===== src/hdl/swfd_pkg.sv =====
// ----------------------------------------------------------------------------
// swfd_pkg
// Shared types and constants of the sync word frame deframer.
// ----------------------------------------------------------------------------
`default_nettype none

package swfd_pkg;

	localparam logic [31:0] SYNC_MARK   = 32'hD391A6C5;
	localparam int          SYNC_LEN    = 32;
	localparam int          FILL_W      = 6;
	localparam int          LEN_BYTES   = 4;
	localparam int          CFG_IDX_W   = 2;

	localparam logic [CFG_IDX_W-1:0] CFG_MAX_LEN    = 2'd0;
	localparam logic [CFG_IDX_W-1:0] CFG_ERR_LIMIT  = 2'd1;
	localparam logic [CFG_IDX_W-1:0] CFG_STREAM     = 2'd2;

	localparam logic [31:0] MAX_LEN_RESET = 32'd4096;

	localparam logic [2:0] ST_NONE      = 3'd0;
	localparam logic [2:0] ST_LOCKED    = 3'd1;
	localparam logic [2:0] ST_RECEIVING = 3'd2;
	localparam logic [2:0] ST_COMPLETE  = 3'd3;
	localparam logic [2:0] ST_ERROR     = 3'd4;

	typedef struct packed {
		logic       restart;
		logic [3:0] bit_branch;
		logic       bit_value;
		logic       bit_certain;
		logic [7:0] bit_confidence;
	} item_t;

	typedef struct packed {
		logic        byte_valid;
		logic [7:0]  payload_byte;
		logic        byte_certain;
		logic [7:0]  byte_confidence;
		logic [2:0]  frame_status;
		logic        is_locked;
	} result_t;

	typedef struct packed {
		logic shift_en;
		logic clear;
	} corr_ctl_t;

	typedef struct packed {
		logic in_range;
		logic match;
	} corr_stat_t;

	typedef struct packed {
		logic [31:0] max_payload_len;
		logic [3:0]  sync_error_limit;
		logic        stream_mode;
	} cfg_t;

endpackage

`default_nettype wire


===== src/hdl/swfd_corr.sv =====
// ----------------------------------------------------------------------------
// swfd_corr
// Per-branch sync word shift registers with fill counters and a tolerant
// match against the sync word for the branch of the current bit.
// ----------------------------------------------------------------------------
`default_nettype none

module swfd_corr
	import swfd_pkg::*;
#(
	parameter int NUM_BRANCHES = 4
) (
	input  wire logic       clk,
	input  wire logic       arst_n,
	input  wire logic [3:0] bit_branch,
	input  wire logic       bit_value,
	input  wire logic [3:0] sync_error_limit,
	input  wire corr_ctl_t  ctl,
	output corr_stat_t      stat
);

	logic [31:0]       shift_q [NUM_BRANCHES];
	logic [FILL_W-1:0] fill_q  [NUM_BRANCHES];
	logic [31:0]       shift_nxt [NUM_BRANCHES];
	logic [FILL_W-1:0] fill_nxt  [NUM_BRANCHES];
	logic [NUM_BRANCHES-1:0] hit;
	logic [31:0]       sel_shift;
	logic [FILL_W-1:0] sel_fill;
	logic [FILL_W-1:0] err_cnt;

	always_comb begin
		sel_shift = '0;
		sel_fill  = '0;
		for (int b = 0; b < NUM_BRANCHES; b++) begin
			hit[b]       = (bit_branch == 4'(b));
			shift_nxt[b] = {shift_q[b][30:0], bit_value};
			fill_nxt[b]  = (fill_q[b] < FILL_W'(SYNC_LEN)) ? fill_q[b] + 1'b1 : fill_q[b];
			if (hit[b]) begin
				sel_shift = shift_nxt[b];
				sel_fill  = fill_nxt[b];
			end
		end
	end

	assign err_cnt       = FILL_W'($countones(sel_shift ^ SYNC_MARK));
	assign stat.in_range = ({1'b0, bit_branch} < 5'(NUM_BRANCHES));
	assign stat.match    = (sel_fill == FILL_W'(SYNC_LEN)) &&
	                       (err_cnt <= {{(FILL_W-4){1'b0}}, sync_error_limit});

	always_ff @(posedge clk or negedge arst_n) begin
		if (!arst_n) begin
			for (int b = 0; b < NUM_BRANCHES; b++) begin
				shift_q[b] <= '0;
				fill_q[b]  <= '0;
			end
		end else if (ctl.clear) begin
			for (int b = 0; b < NUM_BRANCHES; b++) begin
				shift_q[b] <= '0;
				fill_q[b]  <= '0;
			end
		end else if (ctl.shift_en) begin
			for (int b = 0; b < NUM_BRANCHES; b++) begin
				if (hit[b]) begin
					shift_q[b] <= shift_nxt[b];
					fill_q[b]  <= fill_nxt[b];
				end
			end
		end
	end

endmodule

`default_nettype wire


===== src/hdl/swfd_parse.sv =====
// ----------------------------------------------------------------------------
// swfd_parse
// Lock tracking, byte packing and length / payload parsing for one bit.
// ----------------------------------------------------------------------------
`default_nettype none

module swfd_parse
	import swfd_pkg::*;
(
	input  wire logic       clk,
	input  wire logic       arst_n,
	input  wire logic       step,
	input  wire item_t      item,
	input  wire cfg_t       cfg,
	input  wire corr_stat_t stat,
	output corr_ctl_t       ctl,
	output result_t         res
);

	localparam logic [1:0] PH_SEARCH  = 2'd0;
	localparam logic [1:0] PH_LENGTH  = 2'd1;
	localparam logic [1:0] PH_PAYLOAD = 2'd2;

	logic        lock_q, lock_nxt;
	logic [3:0]  branch_q, branch_nxt;
	logic [1:0]  phase_q, phase_nxt;
	logic [7:0]  accum_q, accum_nxt;
	logic [2:0]  bitcnt_q, bitcnt_nxt;
	logic        acert_q, acert_nxt;
	logic [7:0]  aconf_q, aconf_nxt;
	logic [31:0] flen_q, flen_nxt;
	logic [1:0]  lcnt_q, lcnt_nxt;
	logic [31:0] pcnt_q, pcnt_nxt;

	logic [7:0]  b_val;
	logic        b_cert;
	logic [7:0]  b_conf;
	logic [31:0] flen_new;
	logic [31:0] pcnt_new;
	logic        do_restart;
	logic        searching;

	always_comb begin
		lock_nxt   = lock_q;
		branch_nxt = branch_q;
		phase_nxt  = phase_q;
		accum_nxt  = accum_q;
		bitcnt_nxt = bitcnt_q;
		acert_nxt  = acert_q;
		aconf_nxt  = aconf_q;
		flen_nxt   = flen_q;
		lcnt_nxt   = lcnt_q;
		pcnt_nxt   = pcnt_q;
		do_restart = 1'b0;
		res        = '0;

		b_val    = {accum_q[6:0], item.bit_value};
		b_cert   = acert_q & item.bit_certain;
		b_conf   = (item.bit_confidence < aconf_q) ? item.bit_confidence : aconf_q;
		flen_new = {flen_q[23:0], b_val};
		pcnt_new = pcnt_q + 32'd1;
		searching = !item.restart && stat.in_range && !lock_q;

		if (item.restart) begin
			do_restart = 1'b1;
		end else if (stat.in_range) begin
			if (!lock_q) begin
				if (stat.match) begin
					lock_nxt         = 1'b1;
					branch_nxt       = item.bit_branch;
					accum_nxt        = '0;
					bitcnt_nxt       = '0;
					acert_nxt        = 1'b1;
					aconf_nxt        = 8'hFF;
					phase_nxt        = cfg.stream_mode ? PH_PAYLOAD : PH_LENGTH;
					flen_nxt         = '0;
					lcnt_nxt         = '0;
					res.frame_status = ST_LOCKED;
				end
			end else if (item.bit_branch == branch_q && phase_q != PH_SEARCH) begin
				accum_nxt  = b_val;
				acert_nxt  = b_cert;
				aconf_nxt  = b_conf;
				bitcnt_nxt = bitcnt_q + 3'd1;
				if (bitcnt_q == 3'd7) begin
					accum_nxt = '0;
					acert_nxt = 1'b1;
					aconf_nxt = 8'hFF;
					if (phase_q == PH_LENGTH) begin
						flen_nxt = flen_new;
						lcnt_nxt = lcnt_q + 2'd1;
						if (lcnt_q == 2'(LEN_BYTES - 1)) begin
							if (flen_new > cfg.max_payload_len) begin
								res.frame_status = ST_ERROR;
								do_restart       = 1'b1;
							end else if (flen_new == '0) begin
								res.frame_status = ST_COMPLETE;
								do_restart       = 1'b1;
							end else begin
								pcnt_nxt  = '0;
								phase_nxt = PH_PAYLOAD;
							end
						end
					end else begin
						res.byte_valid      = 1'b1;
						res.payload_byte    = b_val;
						res.byte_certain    = b_cert;
						res.byte_confidence = b_conf;
						pcnt_nxt            = pcnt_new;
						if (!cfg.stream_mode && pcnt_new == flen_q) begin
							res.frame_status = ST_COMPLETE;
							do_restart       = 1'b1;
						end else begin
							res.frame_status = ST_RECEIVING;
						end
					end
				end
			end
		end

		if (do_restart) begin
			lock_nxt   = 1'b0;
			branch_nxt = '0;
			phase_nxt  = PH_SEARCH;
			accum_nxt  = '0;
			bitcnt_nxt = '0;
			acert_nxt  = 1'b1;
			aconf_nxt  = 8'hFF;
			flen_nxt   = '0;
			lcnt_nxt   = '0;
			pcnt_nxt   = '0;
		end
		res.is_locked = lock_nxt;

		ctl.clear    = step && do_restart;
		ctl.shift_en = step && searching;
	end

	always_ff @(posedge clk or negedge arst_n) begin
		if (!arst_n) begin
			lock_q   <= 1'b0;
			branch_q <= '0;
			phase_q  <= PH_SEARCH;
			accum_q  <= '0;
			bitcnt_q <= '0;
			acert_q  <= 1'b1;
			aconf_q  <= 8'hFF;
			flen_q   <= '0;
			lcnt_q   <= '0;
			pcnt_q   <= '0;
		end else if (step) begin
			lock_q   <= lock_nxt;
			branch_q <= branch_nxt;
			phase_q  <= phase_nxt;
			accum_q  <= accum_nxt;
			bitcnt_q <= bitcnt_nxt;
			acert_q  <= acert_nxt;
			aconf_q  <= aconf_nxt;
			flen_q   <= flen_nxt;
			lcnt_q   <= lcnt_nxt;
			pcnt_q   <= pcnt_nxt;
		end
	end

endmodule

`default_nettype wire


===== src/hdl/sync_word_frame_deframer.sv =====
// ----------------------------------------------------------------------------
// sync_word_frame_deframer
// Soft bit deframer: per-branch sync word search, lock, byte packing and
// length-prefixed or continuous payload extraction.
// ----------------------------------------------------------------------------
//  channel   direction  handshake                 payload
//  item      in         item_valid / item_stall   restart, bit_branch, bit_*
//  result    out        result_valid / result_stall  byte_*, payload_byte, ...
//  cfg       in         cfg_valid / cfg_ready     cfg_index, cfg_data
//
//  One beat per cycle sustained while result_stall is low; each beat passes the
//  input register, then the parse logic into the result register.
//  The state of one bit is complete in the cycle it leaves the input register.
//  arst_n clears all parser state and loads register defaults.
//  A stalled result holds the input register, which then stalls the item side.
// ----------------------------------------------------------------------------
`default_nettype none

module sync_word_frame_deframer
	import swfd_pkg::*;
#(
	parameter int NUM_BRANCHES = 4
) (
	input  wire logic                 clk,
	input  wire logic                 arst_n,

	input  wire logic                 item_valid,
	output logic                      item_stall,
	input  wire logic                 restart,
	input  wire logic [3:0]           bit_branch,
	input  wire logic                 bit_value,
	input  wire logic                 bit_certain,
	input  wire logic [7:0]           bit_confidence,

	output logic                      result_valid,
	input  wire logic                 result_stall,
	output logic                      byte_valid,
	output logic [7:0]                payload_byte,
	output logic                      byte_certain,
	output logic [7:0]                byte_confidence,
	output logic [2:0]                frame_status,
	output logic                      is_locked,

	input  wire logic                 cfg_valid,
	output logic                      cfg_ready,
	input  wire logic [CFG_IDX_W-1:0] cfg_index,
	input  wire logic [31:0]          cfg_data
);

	cfg_t       cfg_q;
	item_t      item_s1;
	logic       valid_s1;
	result_t    res_s2;
	logic       valid_s2;
	result_t    res;
	corr_ctl_t  ctl;
	corr_stat_t stat;
	logic       adv;
	logic       take;

	assign cfg_ready = 1'b1;

	always_ff @(posedge clk or negedge arst_n) begin
		if (!arst_n) begin
			cfg_q.max_payload_len  <= MAX_LEN_RESET;
			cfg_q.sync_error_limit <= '0;
			cfg_q.stream_mode      <= 1'b0;
		end else if (cfg_valid) begin
			unique case (cfg_index)
				CFG_MAX_LEN:   cfg_q.max_payload_len  <= cfg_data;
				CFG_ERR_LIMIT: cfg_q.sync_error_limit <= cfg_data[3:0];
				CFG_STREAM:    cfg_q.stream_mode      <= cfg_data[0];
				default: ;
			endcase
		end
	end

	assign adv        = valid_s1 && (!valid_s2 || !result_stall);
	assign item_stall = valid_s1 && !adv;
	assign take       = item_valid && !item_stall;

	always_ff @(posedge clk or negedge arst_n) begin
		if (!arst_n) begin
			valid_s1 <= 1'b0;
		end else if (take) begin
			valid_s1 <= 1'b1;
		end else if (adv) begin
			valid_s1 <= 1'b0;
		end
	end

	always_ff @(posedge clk) begin
		if (take) begin
			item_s1.restart        <= restart;
			item_s1.bit_branch     <= bit_branch;
			item_s1.bit_value      <= bit_value;
			item_s1.bit_certain    <= bit_certain;
			item_s1.bit_confidence <= bit_confidence;
		end
	end

	swfd_corr #(
		.NUM_BRANCHES(NUM_BRANCHES)
	) u_corr (
		.clk              (clk),
		.arst_n           (arst_n),
		.bit_branch       (item_s1.bit_branch),
		.bit_value        (item_s1.bit_value),
		.sync_error_limit (cfg_q.sync_error_limit),
		.ctl              (ctl),
		.stat             (stat)
	);

	swfd_parse u_parse (
		.clk    (clk),
		.arst_n (arst_n),
		.step   (adv),
		.item   (item_s1),
		.cfg    (cfg_q),
		.stat   (stat),
		.ctl    (ctl),
		.res    (res)
	);

	always_ff @(posedge clk or negedge arst_n) begin
		if (!arst_n) begin
			valid_s2 <= 1'b0;
		end else if (adv) begin
			valid_s2 <= 1'b1;
		end else if (!result_stall) begin
			valid_s2 <= 1'b0;
		end
	end

	always_ff @(posedge clk) begin
		if (adv) begin
			res_s2 <= res;
		end
	end

	assign result_valid    = valid_s2;
	assign byte_valid      = res_s2.byte_valid;
	assign payload_byte    = res_s2.payload_byte;
	assign byte_certain    = res_s2.byte_certain;
	assign byte_confidence = res_s2.byte_confidence;
	assign frame_status    = res_s2.frame_status;
	assign is_locked       = res_s2.is_locked;

endmodule

`default_nettype wire

===== config.mk =====
export PLATFORM = sky130hd
export DESIGN_NAME = sync_word_frame_deframer
export DESIGN_NICKNAME = d
export VERILOG_FILES = /design/src/hdl/swfd_pkg.sv /design/src/hdl/swfd_corr.sv /design/src/hdl/swfd_parse.sv /design/src/hdl/sync_word_frame_deframer.sv
export SDC_FILE = /design/constraint.sdc
export NUM_CORES = 1
export LEC_CHECK = 0
export BUFFER_PORTS_ARGS = -buffer_cell sky130_fd_sc_hd__buf_2
export CORE_ASPECT_RATIO = 1.2
export CORE_UTILIZATION = 30
export DETAILED_ROUTE_END_ITERATION = 10
export GPL_TIMING_DRIVEN = 0
export PLACE_DENSITY = 0.54
export SKIP_LAST_GASP = 1
export SLEW_MARGIN = 20
export SYNTH_ARGS = -nofsm -noshare
export SYNTH_HDL_FRONTEND = slang
export SYNTH_SLANG_ARGS = --single-unit

===== constraint.sdc =====
create_clock -name clk -period 10.45 [get_ports clk]
set_clock_uncertainty 0.1 [all_clocks]
set_input_delay 1.045 -clock clk [delete_from_list [all_inputs] [get_ports clk]]
set_output_delay 1.045 -clock clk [all_outputs]
set_load 0.02 [all_outputs]

==> Word level (Yosys, flattened, before mapping) <==
Cells that the tools add are included.
{ "totals": {"ff_bits": 316, "in_bits": 54, "output_inout_bits": 25, "elab_cells": 282} }
{ "classes": {"addsub": 38, "magnitude_cmp": 8, "n_eq_ne": 23, "muxes": 124, "bitwise": 6, "n_reduce_logical": 49} }
{ "op_table": {"columns": ["op", "count"], "rows": [
  ["2-to-1 mux 32 bit", 25],
  ["2-to-1 mux 127 bit", 2],
  ["adder 6 bit", 15],
  ["2-to-1 mux 6 bit", 12],
  ["2-to-1 mux 8 bit", 8],
  ["2-to-1 mux 7 bit", 7],
  ["2-to-1 mux 24 bit", 2],
  ["2-to-1 mux 2 bit", 21],
  ["2-to-1 mux 3 bit", 12],
  ["adder 1 x 1 -> 2 bit", 16],
  ["adder 32 x 1 -> 32 bit (second input constant)", 1],
  ["== test 32 bit", 1],
  ["greater-than comparator 32 bit", 1],
  ["logical NOT 32 bit", 1],
  ["2-to-1 mux 31 bit", 1],
  ["2-to-1 mux 1 bit", 28],
  ["adder 6 x 1 -> 6 bit (second input constant)", 4],
  ["less-than comparator 6 bit (second input constant)", 4],
  ["nonzero test 2 bit", 12],
  ["2-to-1 mux 4 bit", 5],
  ["2-to-1 mux 18 bit", 1],
  ["!= test 3 bit (second input constant)", 6],
  ["NOT 16 bit", 1],
  ["AND reduction 2 bit", 7],
  ["30 further kinds", 55]
]} }

==> Longest topological paths before layout <==
Gate-level depths: netlist of the first run.
{ "logic_depth": {"ltp_word": 18, "depth_mapped": 30, "ltp_nobuf": 25} }

==> Hierarchy <==
A second synthesis of the first run with hierarchy kept.
{ "hier_totals": {"cells_unflattened": 1796, "hier_area_um2": 17725.8} }
{ "modules_own_cells": {"columns": ["module", "n_inst", "cells_each", "area_each_um2", "seq_area_each_um2"], "rows": [
  ["swfd_corr", 1, 858, 8039.0, 3703.6],
  ["swfd_parse", 1, 811, 7066.8, 2313.5],
  ["sync_word_frame_deframer", 1, 127, 2620.0, 2088.3]
]} }

==> Worst setup path before layout of the first run <==
Ideal clock, no wire load.
{ "synth_path": {"path_type": "register -> register", "start": "register item_s1[10] (netlist name)", "end": "register u_parse.flen_q[10]", "setup_ns": 0.066, "arrival_ns": 7.980, "required_time_ns": 10.284, "path_slack_ns": 2.303, "stages_incl_launch_ff": 30, "path_buffers": 4, "period_less_slack_ns": 8.147, "path_cell_list": "edfxtp_1 > clkbuf_1 > buf_1 > buf_1 > mux4_2 > and2_1 > ha_1 > inv_1 > fa_1 > inv_1 > fa_1 > fa_1 > inv_1 > fa_1 > inv_1 > fa_1 > ha_1 > inv_1 > fa_1 > xnor2_1 > ha_1 > a21oi_1 > o21ai_0 > a2111o_1 > a311oi_1 > a21oi_1 > nand3b_1 > a21oi_1 > clkbuf_1 > a22o_1"} }
{ "synth_between": {"elab_chain_cells": 15, "elab_cells_between_ends": 62, "classes_between": "31 x add/sub; 2 x order compare; 9 x eq/ne; 13 x mux; 1 x bitwise; 6 x reduce/logical"} }
{ "synth_rtl": {"columns": ["item", "line", "rtl"], "rows": [
  ["logical NOT 4 bit", "swfd_corr.sv:35", "hit[b] = (bit_branch == 4'(b));"],
  ["2-to-1 mux 32 bit (4 in series)", "swfd_corr.sv:38", "if (hit[b]) begin"],
  ["NOT 16 bit (no source line)", null, null],
  ["adder 1 x 1 -> 2 bit (not written as such)", "swfd_corr.sv:45", "assign err_cnt = FILL_W'($countones(sel_shift ^ SYNC_MARK));"],
  ["adder 6 bit (not written as such) (4 in series)", "swfd_corr.sv:45", null],
  ["<= comparator 6 x 4 -> 1 bit", "swfd_corr.sv:48", "(err_cnt <= {{(FILL_W-4){1'b0}}, sync_error_limit});"],
  ["logical AND 1 bit", "swfd_corr.sv:47", "assign stat.match = (sel_fill == FILL_W'(SYNC_LEN)) &&"],
  ["nonzero test 3 bit (no source line)", null, null],
  ["AND reduction 7 bit (no source line)", null, null],
  ["end signal, assigned", "swfd_parse.sv:159", "flen_q <= flen_nxt;"],
  ["end, declared", "swfd_parse.sv:31", "logic [31:0] flen_q, flen_nxt;"]
]} }
Several ways; a longest one is shown, not always the timed one.
A chain may end at the register's enable or synchronous reset.

==> Worst setup path in the final report of the first run <==
{ "layout_path": {"start": "register item_s1[11] (netlist name)", "end": "register u_parse.flen_q[3]"} }
{ "layout_between": {"elab_chain_cells": 15, "elab_cells_between_ends": 62, "classes_between": "31 x add/sub; 2 x order compare; 9 x eq/ne; 13 x mux; 1 x bitwise; 6 x reduce/logical"} }
{ "layout_rtl": {"columns": ["item", "line"], "rows": [
  ["logical NOT 4 bit", "swfd_corr.sv:35"],
  ["2-to-1 mux 32 bit (4 in series)", "swfd_corr.sv:38"],
  ["NOT 16 bit (no source line)", null],
  ["adder 1 x 1 -> 2 bit (not written as such)", "swfd_corr.sv:45"],
  ["adder 6 bit (not written as such) (4 in series)", "swfd_corr.sv:45"],
  ["<= comparator 6 x 4 -> 1 bit", "swfd_corr.sv:48"],
  ["logical AND 1 bit", "swfd_corr.sv:47"],
  ["nonzero test 3 bit (no source line)", null],
  ["AND reduction 7 bit (no source line)", null]
]} }
Several ways; a longest one is shown, not always the timed one.

==> metrics, run 1 <==
status=complete, no violations; Hold Crit Start=u_parse.acert_q; post-route ant nets=0; EDFF count, synth=37; Max-Cap Viols=0; Worst Reg-to-Reg Cells=30; I/O pin cnt=79; htree depth=2; Yosys warnings=0; CTS max path bufs=3; Design Area, Final=20,500 µm²; met1 usage=19.9%; area of the multi-input gates=8710 µm²; Crit path top cell by count=fa_1; Worst setup EP type=flip-flop; PwrDens=141 nW/µm²; grt ovf=0; Static Leak=9.03 nW; Final Critical Period=9.70 ns; Worst Path Arrival=10.09 ns; Root Buffer=clkbuf_16; final net count=2,135; Iter 0 DRT Violations=963; top cell type's share of synthesized area=37.8%; syn_nets=2,014; CP Class=flip-flop to flip-flop; core area=58,500 µm²; sequential fraction of the synthesis area=45.5%; area leader, netlist=dfrtp_1; via count=14,000; Layout fillers=5,983; initial antenna violation count=1; f_max=0.103 GHz; M3 GR Usage=2.57%; Yosys reg bits=316; max-slew violations=0; Setup violations, final=0; Skew-Pair Late Insertion Delay=0.56 ns; detailed placement HPWL=37.6 mm; Tcrit/Tclk final=92.8%; final hold vios=0; Area contributors post-synth=dfrtp_1 38%, nand2_1 8.0%, edfxtp_1 6.2%, a21oi_1 5.3%, ha_1 5.3%; layer with the highest usage=met2; Die Y=269 µm; Final TNS setup=0 ns; Avg Cell Area, Syn=9.58 µm²; gpl congestion=0.907; Worst Tran Pin Value=1.19 ns; fraction of registers with async set or reset after synthesis=88.3%; TritonCTS clock tree=built; Post-CTS Setup Bufs=0; Crit path largest cell delay=0.77 ns; worst endpoint required time=10.84 ns; Die Area=60,300 µm²; layout cells sized above 1=12.9%; RR Endpoint=u_parse.flen_q[3]; HP Class=flip-flop to flip-flop; cts repair resizes=0; Area Growth Syn to Fin=15.4%; Yosys cell types=79; Starting Density=30.4%; most common library cells after synthesis=379 x nand2_1, 269 x dfrtp_1, 189 x a21oi_1; Setup crit start kind=flip-flop; placed inst area=19,300 µm²; pin count of the biggest net entering global routing=97; hold_buf cts=0; Post-Syn Area=17,800 µm²; total CTS buffers=38; number of global-route vias before repair=14,500; worst reg2reg startpoint=item_s1[11]; Antenna Cells=0; final wirelength=50.7 mm; CP max FO=10; # port buffers=77; R2R Setup Slk=0.75 ns; most frequent cell after synthesis=nand2_1; met2 usage=31.7%; worst vdd ir=0.0828 mV; first-pass GRT wire length=80.2 mm; hold worst-path end=u_parse.acert_q; first drt pass iteration count=5; Max stage delay cell, worst path=clkbuf_1; clock sinks=316; Seq. cell area=8110 µm²; Overall Global Routing Usage=17.1%; num rows=97; Slew Limit Headroom=19.7%; total power=2.90 mW; Worst-path clk slew=0.05 ns; hold depth=2; routed len/inst=18.1 µm; Vias/cell=5.01; die width=224 µm; Post-synth top flop=dfrtp_1; DR DRC count=0; Cells after Synth=1,859; RSZ-0062 raised after global routing=no
==> registers in the layout (all words and copies together), names as in the netlist, 2 cells and up <==
register,cells
u_parse.flen_q,32
u_corr.fill_q,24
item_s1,15
cfg_q,37
u_parse.lcnt_q,2
u_parse.pcnt_q,32
u_parse.aconf_q,8
u_parse.accum_q,7
u_corr.shift_nxt,124
byte_confidence,8
frame_status,3
u_parse.bitcnt_q,3
u_parse.phase_q,2
payload_byte,8
u_parse.branch_q,4
==> cell usage in the layout, fill, tap and decap left out, types with 19 or more instances in the layout <==
master     netlist  layout
nor3_1          25      25
xnor2_1         44      44
inv_1          112     112
clkbuf_1        69      78
nand2_1        379     379
dfrtp_1        269     269
a21oi_1        189     189
edfxtp_1        37      37
nand3_1         30      30
nor4_1          19      19
and2_1          27      27
nand4_1         28      28
nor2_1          86      86
buf_2           18      95
xor2_1          27      27
nand2b_1        22      22
a31oi_1         31      31
clkbuf_16        0      39
fa_1            26      26
a22o_1          31      31
o21ai_0         68      68
mux4_2          31      31
ha_1            75      75
==> where the power goes <==
group | switching, mW | internal (mW)
sequential | 0.0217 | 1.29
combinational | 0.163 | 0.0861
clock | 0.542 | 0.796
==> cell type report <==
class                   count  area share (%)
multi-input cells        1315            42.4
flip-flops and latches    316            39.4
clock buffers              57            5.47
well taps                 792            4.82
plain buffers             116            2.77
repair buffers             81            2.34
inverters                 112            2.05
clock inverters            13           0.694
==> worst max-delay path: cells and delay by family (launching register included) <==
family | cells | cell delay, ns
AO/OA/AOI/OAI | 7 | 1.99
XOR/XNOR | 1 | 0.14
adder cells (fa/ha/maj) | 9 | 3.60
buffers and inverters | 10 | 2.62
flip-flops | 1 | 0.32
multiplexers | 1 | 0.43
AND/OR/NAND/NOR | 2 | 0.41
==> stage by stage <==
stage | util [%] | hold WS, ns | setup slack (ns) | std cells
after floorplan | - | 0.347 | 2.30 | 1859
after global placement | 32.8 | 0.359 | 0.744 | 2728
after detailed placement | 32.9 | 0.370 | 0.756 | 2731
after CTS | 35.1 | 0.381 | 0.733 | 2801
after global routing | 35.1 | 0.415 | 0.264 | 2802
final | 35.1 | 0.379 | 0.753 | 2802
==> metal layers <==
| metal | share of wire, % | up-vias |
|---|---|---|
| li1 | - | 6700 |
| met2 | 52 | 281 |
| met4 | 3.2 | 0 |
| met1 | 41 | 6977 |
| met3 | 3.7 | 89 |
| met5 | 0 | - |
==> cell families (layout without fill, tap and decap cells) <==
| kind of cell | after synthesis | after routing | share of synthesized area, % |
|---|---|---|---|
| mux | 61 | 61 | 5.69 |
| simple gates | 686 | 686 | 17.9 |
| other cells | 1 | 1 | 0.0211 |
| flops | 316 | 316 | 45.5 |
| fa+ha+maj | 101 | 101 | 8.20 |
| xor+xnor | 72 | 72 | 3.63 |
| buf+inv | 228 | 379 | 5.55 |
| compound gates | 394 | 394 | 13.5 |
==> how the worst max path moves through the flow <==
stage / startpoint / to / slack, ns / cells past startpoint
floorplan: item_s1[10] / u_parse.flen_q[10] / 2.30 / 29
global placement: item_s1[10] / u_parse.flen_q[26] / 0.74 / 29
detailed placement: item_s1[11] / u_parse.flen_q[30] / 0.76 / 30
CTS: item_s1[11] / u_parse.flen_q[23] / 0.73 / 30
global route: item_s1[10] / u_parse.flen_q[18] / 0.26 / 29
finish: item_s1[11] / u_parse.flen_q[3] / 0.75 / 30
Note: power is estimated with default switching activity, not from simulation.
==> run 2: changes to the inputs <==
--- a/config.mk
+++ b/config.mk
@@ -5,14 +5,16 @@
 export SDC_FILE = /design/constraint.sdc
 export NUM_CORES = 1
 export LEC_CHECK = 0
+export ABC_AREA = 0
 export BUFFER_PORTS_ARGS = -buffer_cell sky130_fd_sc_hd__buf_2
 export CORE_ASPECT_RATIO = 1.2
 export CORE_UTILIZATION = 30
 export DETAILED_ROUTE_END_ITERATION = 10
-export GPL_TIMING_DRIVEN = 0
+export GPL_TIMING_DRIVEN = 1
 export PLACE_DENSITY = 0.54
 export SKIP_LAST_GASP = 1
 export SLEW_MARGIN = 20
 export SYNTH_ARGS = -nofsm -noshare
 export SYNTH_HDL_FRONTEND = slang
+export SYNTH_HIERARCHICAL = 1
 export SYNTH_SLANG_ARGS = --single-unit
==> run 2 against run 1 <==
  * Register-to-register slack better by 0.55 ns
  * Clock power up 6%
  * Combinational power down 17%
  * Sequential share of layout area up 0.76 points
  * Cell count down 5.4%
  * Maximum frequency up 6.1%
  * Worst hold slack better by 0.0022 ns
  * Synthesized cell count down 3.4%
  * First-iteration DRC count up 10%
  * Critical endpoint is now u_parse/flen_q[26]
  * Highest routed layer unchanged
==> metrics, run 2 <==
status=complete, no violations; placed inst area=18,800 µm²; area leader, netlist=dfrtp_1; Iter 0 DRT Violations=1,064; final net count=1,965; fin util=34.5%; R2R Setup Slk=1.31 ns; initial antenna violation count=1; area of the multi-input gates=8800 µm²; CP max FO=26; core area=58,400 µm²; Design Area, Final=20,200 µm²; sequential fraction of the synthesis area=45.7%; commonest non-fill, non-tap cell in the layout=nand2_1; Final Critical Period=9.14 ns; Flop pwr share=44.7%; htree depth=2; Area contributors post-synth=dfrtp_1 38%, nand2_1 7.6%, edfxtp_1 6.3%, a21oi_1 5.1%, ha_1 4.1%; Cells after Synth=1,796; Starting Density=30.4%; Worst-path clk slew=0.06 ns; simple-gate portion of the synthesized area=18.5%; combinational family with the most area after synthesis=simple AND/OR/NAND/NOR gates; Yosys reg bits=316; syn_nets=1,932; clock power share=48.3%; Post-synth top flop=dfrtp_1; Yosys cell types=90; xor/xnor share of the synthesized area=3.26%; I/O pin cnt=79; most frequent cell after synthesis=nand2_1; num rows=97; RSZ-0062 raised after global routing=no; Logic pwr share=7.0%; Yosys warnings=6; Sw Share=24.0%; Avg Cell Area, Syn=9.87 µm²; EDFF count, synth=37; Final TNS setup=0 ns; routed len/inst=18.3 µm; clock sinks=316; Die Area=60,100 µm²; detailed placement HPWL=34.0 mm; Root Buffer=clkbuf_16; Crit path top cell by count=fa_1; Antenna Cells=0; via count=13,500; Worst Tran Pin Value=1.05 ns; Die Y=268 µm; Overall Global Routing Usage=16.3%; Slew Limit Headroom=29.7%; # port buffers=77; Internal=2.24 mW; Max stage delay cell, worst path=a31oi_2; worst vdd ir=0.131 mV; Post-Syn Area=17,700 µm²; CP Class=flip-flop to flip-flop; Skew-Pair Late Insertion Delay=0.57 ns; worst reg2reg startpoint=item_s1[11]; Setup violations, final=0; layout cells sized above 1=14.8%; Synth Area in Compound Gates=12.5%; number of global-route vias before repair=13,800; Non-Filler Instances=2,650; worst endpoint required time=10.85 ns; fraction of registers with async set or reset after synthesis=88.3%; final wirelength=48.4 mm; total CTS buffers=38; post-route ant nets=0; f_max=0.109 GHz; Worst setup EP type=flip-flop; gpl congestion=0.921; Tcrit/Tclk final=87.5%; cts repair resizes=0; Critical Path Sink=u_parse/flen_q[26]; most frequent cells in the layout=360 x nand2_1, 269 x dfrtp_1, 179 x a21oi_1; grt ovf=0; Static Leak=8.60 nW; Crit path largest cell delay=0.84 ns; max-slew violations=0; Switch Pwr=0.705 mW; die width=224 µm; RR Endpoint=u_parse/flen_q[26]; placed cell count=2,581; first-pass GRT wire length=77.6 mm; pin count of the biggest net entering global routing=166; Setup crit start kind=flip-flop; most common library cells after synthesis=360 x nand2_1, 269 x dfrtp_1, 179 x a21oi_1; DR DRC count=0; total power=2.94 mW; Seq. cell area=8110 µm²; crit path from=item_s1[11]; Worst Reg-to-Reg Cells=29; top cell type's share of synthesized area=38.0%; post-synthesis adder-cell area fraction=6.80%; Post-CTS Setup Bufs=0; PwrDens=146 nW/µm²; Vias/cell=5.10; Max-Cap Viols=0; hold_buf cts=0; Largest register FFs=124; final hold vios=0; mux contribution to synthesized area=8.17%; HP Class=flip-flop to flip-flop; Worst Path Arrival=9.54 ns; Layout fillers=5,905; Area Growth Syn to Fin=13.7%; TritonCTS clock tree=built; first drt pass iteration count=7; CTS max path bufs=3
## run 2: cell types whose count changed after synthesis, sizes merged, moves of 13 or more
cell,delta
a31oi,-23
ha,-17
mux2,+27
nand3,+13
o21ai,-28
mux2i,+13
nand2,-20
## run 2: logic make-up after synthesis
kind of cell | count (synthesis)
DFF | 316
adders and majority gates | 82
and+or+nand+nor | 680
buffers and inverters | 201
AOI/OAI and AO/OA | 349
other | 1
xor gates and xnor gates | 66
muxes | 101
## run 2: worst max-delay path: cells and delay by family, from the launching register on
kind	cells	cell delay (ns)
buf+inv	6	1.04
simple gates	6	0.93
flops	1	0.80
compound gates	6	1.72
fa+ha+maj	9	3.90
mux	1	0.36
xor+xnor	1	0.22
## run 2: stage by stage
stage	hold slack (ns)	setup slack (ns)
2_1_floorplan	0.342	2.65
3_3_place_gp	0.366	1.30
3_5_place_dp	0.376	1.14
4_1_cts	0.385	1.13
5_1_grt	0.413	0.646
6_report	0.381	1.31
## run 2: power groups by stage
stage	clock network (mW)	registers, mW	logic, mW
4_1_cts	1.46	1.32	0.213
2_1_floorplan	0	1.33	0.129
6_report	1.42	1.31	0.207
5_1_grt	1.51	1.32	0.235
3_5_place_dp	0	1.34	0.212
3_3_place_gp	0	1.34	0.205
## run 2: area by class of cell
class	count	share of cell area (%)
Multi-Input combinational cell	1279	43.7
Sequential cell	316	40.2
Clock buffer	51	5.52
Tap cell	792	4.91
Timing Repair Buffer	93	2.68
Inverter	101	1.88
Clock inverter	18	1.15
## run 2: how the worst min path moves through the flow
stage | from | slack [ns] | end | depth (start not counted)
after floorplan | valid_s1 | 0.34 | result_valid | 1
after global placement | valid_s1 | 0.37 | result_valid | 1
after detailed placement | u_parse/acert_q | 0.38 | u_parse/acert_q | 2
after CTS | valid_s1 | 0.38 | result_valid | 1
after global routing | u_parse/acert_q | 0.41 | u_parse/acert_q | 2
final | valid_s1 | 0.38 | result_valid | 1
## run 2: layer usage
metal  global-route usage [%]  part of all wire (%)  vias to the layer above
li1                         -                     -                     6364
met1                     20.0                    42                     6783
met2                     28.5                    50                      291
met3                     2.53                   4.1                       88
met4                     6.26                   3.4                        0
met5                        0                     0                        -
==> run 3: changes to the inputs <==
--- a/config.mk
+++ b/config.mk
@@ -11,10 +11,11 @@
 export CORE_UTILIZATION = 30
 export DETAILED_ROUTE_END_ITERATION = 10
 export GPL_TIMING_DRIVEN = 1
+export MAX_ROUTING_LAYER = met4
 export PLACE_DENSITY = 0.54
+export SETUP_SLACK_MARGIN = 0.2
 export SKIP_LAST_GASP = 1
 export SLEW_MARGIN = 20
 export SYNTH_ARGS = -nofsm -noshare
 export SYNTH_HDL_FRONTEND = slang
-export SYNTH_HIERARCHICAL = 1
 export SYNTH_SLANG_ARGS = --single-unit
==> run 3 against run 2 <==
  * Worst setup slack improved by 0.76 ns
  * Global-route usage increased by 0.36 points
  * Non-clock buffer count increased by 1
==> metrics, run 3 (same netlist as run 1, synthesis figures left out) <==
clock sinks=316; HP Class=input pin to async pin; via count=13,700; RR Endpoint=u_parse.lcnt_q[0]; first drt pass iteration count=5; Final Critical Period=8.38 ns; PwrDens=146 nW/µm²; Final TNS setup=0 ns; pin count of the biggest net entering global routing=86; Slew Limit Headroom=33.1%; post-route ant nets=0; status=complete, no violations; hold_buf cts=0; Post-CTS Setup Bufs=0; number of global-route vias before repair=14,200; f_max=0.119 GHz; Max-Cap Viols=0; Die Area=60,300 µm²; final net count=2,033; placed inst area=18,800 µm²; # port buffers=77; Iter 0 DRT Violations=765; final hold vios=0; Setup crit start kind=flip-flop; Skew-Pair Late Insertion Delay=0.58 ns; Design Area, Final=20,200 µm²; detailed placement HPWL=32.3 mm; Root Buffer=clkbuf_16; initial antenna violation count=0; final wirelength=47.4 mm; Overall Global Routing Usage=16.6%; fin util=34.4%; die width=224 µm; Worst Path Arrival=8.75 ns; cts repair resizes=0; I/O pin cnt=79; core area=58,500 µm²; Worst Tran Pin Value=1.00 ns; most frequent cells in the layout=378 x nand2_1, 269 x dfrtp_1, 187 x a21oi_1; num rows=97; Largest register FFs=124; gpl congestion=0.902; Tcrit/Tclk final=80.2%; routed len/inst=17.5 µm; R2R Setup Slk=2.07 ns; Worst setup EP type=flip-flop; grt ovf=0; first-pass GRT wire length=77.6 mm; Setup violations, final=0; Area Growth Syn to Fin=13.2%; worst reg2reg startpoint=item_s1[10]; Antenna Cells=0; CP Class=flip-flop to flip-flop; DR DRC count=0; worst vdd ir=0.108 mV; Die Y=269 µm; Worst-path clk slew=0.06 ns; CTS max path bufs=3; CP max FO=36; commonest non-fill, non-tap cell in the layout=nand2_1; Vias/cell=5.07; htree depth=2; Starting Density=30.4%; TritonCTS clock tree=built; total CTS buffers=39; Static Leak=8.80 nW; Worst Reg-to-Reg Cells=24; RSZ-0062 raised after global routing=no; worst endpoint required time=10.82 ns; layout cells sized above 1=12.7%; max-slew violations=0
-- run 3: area by class of cell --
class,count,area (µm²)
multi-input cells,1315,8770
clock inverters,17,213
repair buffers,94,539
fillers,6016,38300
flip-flops and latches,316,8110
inverters,112,420
well taps,792,991
clock buffers,54,1110
-- run 3: worst max-delay path, cell delays in order (launching register included) --
cell      delay [ns]
edfxtp_1        0.79
buf_12          0.33
mux4_2          0.54
and2_1          0.17
ha_1            0.20
fa_1            0.48
inv_1           0.06
fa_1            0.50
fa_1            0.52
fa_1            0.52
inv_1           0.06
fa_1            0.54
ha_1            0.16
inv_1           0.05
fa_1            0.39
xnor2_1         0.15
ha_1            0.31
a21oi_1         0.14
o21ai_0         0.09
a2111o_1        0.44
a311oi_1        0.27
a21oi_2         0.28
nor2_1          0.26
nand2_2         0.44
mux2_2          0.45
-- run 3: worst max-delay path by stage --
stage                          to         from
3_3_place_gp    u_parse.lcnt_q[0]  item_s1[10]
4_1_cts         u_parse.lcnt_q[0]  item_s1[10]
2_1_floorplan  u_parse.flen_q[10]  item_s1[10]
6_report        u_parse.lcnt_q[0]  item_s1[10]
3_5_place_dp    u_parse.lcnt_q[0]  item_s1[10]
5_1_grt         u_parse.lcnt_q[0]  item_s1[10]
-- run 3: per-layer routing --
layer	GRT usage, %	up-vias	wire, µm
li1	-	6486	-
met1	19.7	6857	20100
met2	28.4	261	24000
met3	2.38	88	1830
met4	6.58	0	1530
met5	-	-	0
-- run 3: metrics by stage --
| step | instances | hold slack (ns) | power [mW] | setup slack [ns] |
|---|---|---|---|---|
| 6_report | 2700 | 0.362 | 2.93 | 2.07 |
| 5_1_grt | 2700 | 0.396 | 3.06 | 1.58 |
| 2_1_floorplan | 1859 | 0.347 | 1.48 | 2.30 |
| 3_5_place_dp | 2629 | 0.374 | 1.57 | 1.96 |
| 4_1_cts | 2700 | 0.364 | 2.98 | 2.01 |
| 3_3_place_gp | 2629 | 0.361 | 1.56 | 2.11 |
-- run 3: report_power, final --
group | internal [mW] | leakage, nW | switching, mW | total, mW
sequential | 1.29 | 4.16 | 0.0277 | 1.32
clock | 0.826 | 0.641 | 0.564 | 1.39
combinational | 0.0780 | 4.00 | 0.150 | 0.228
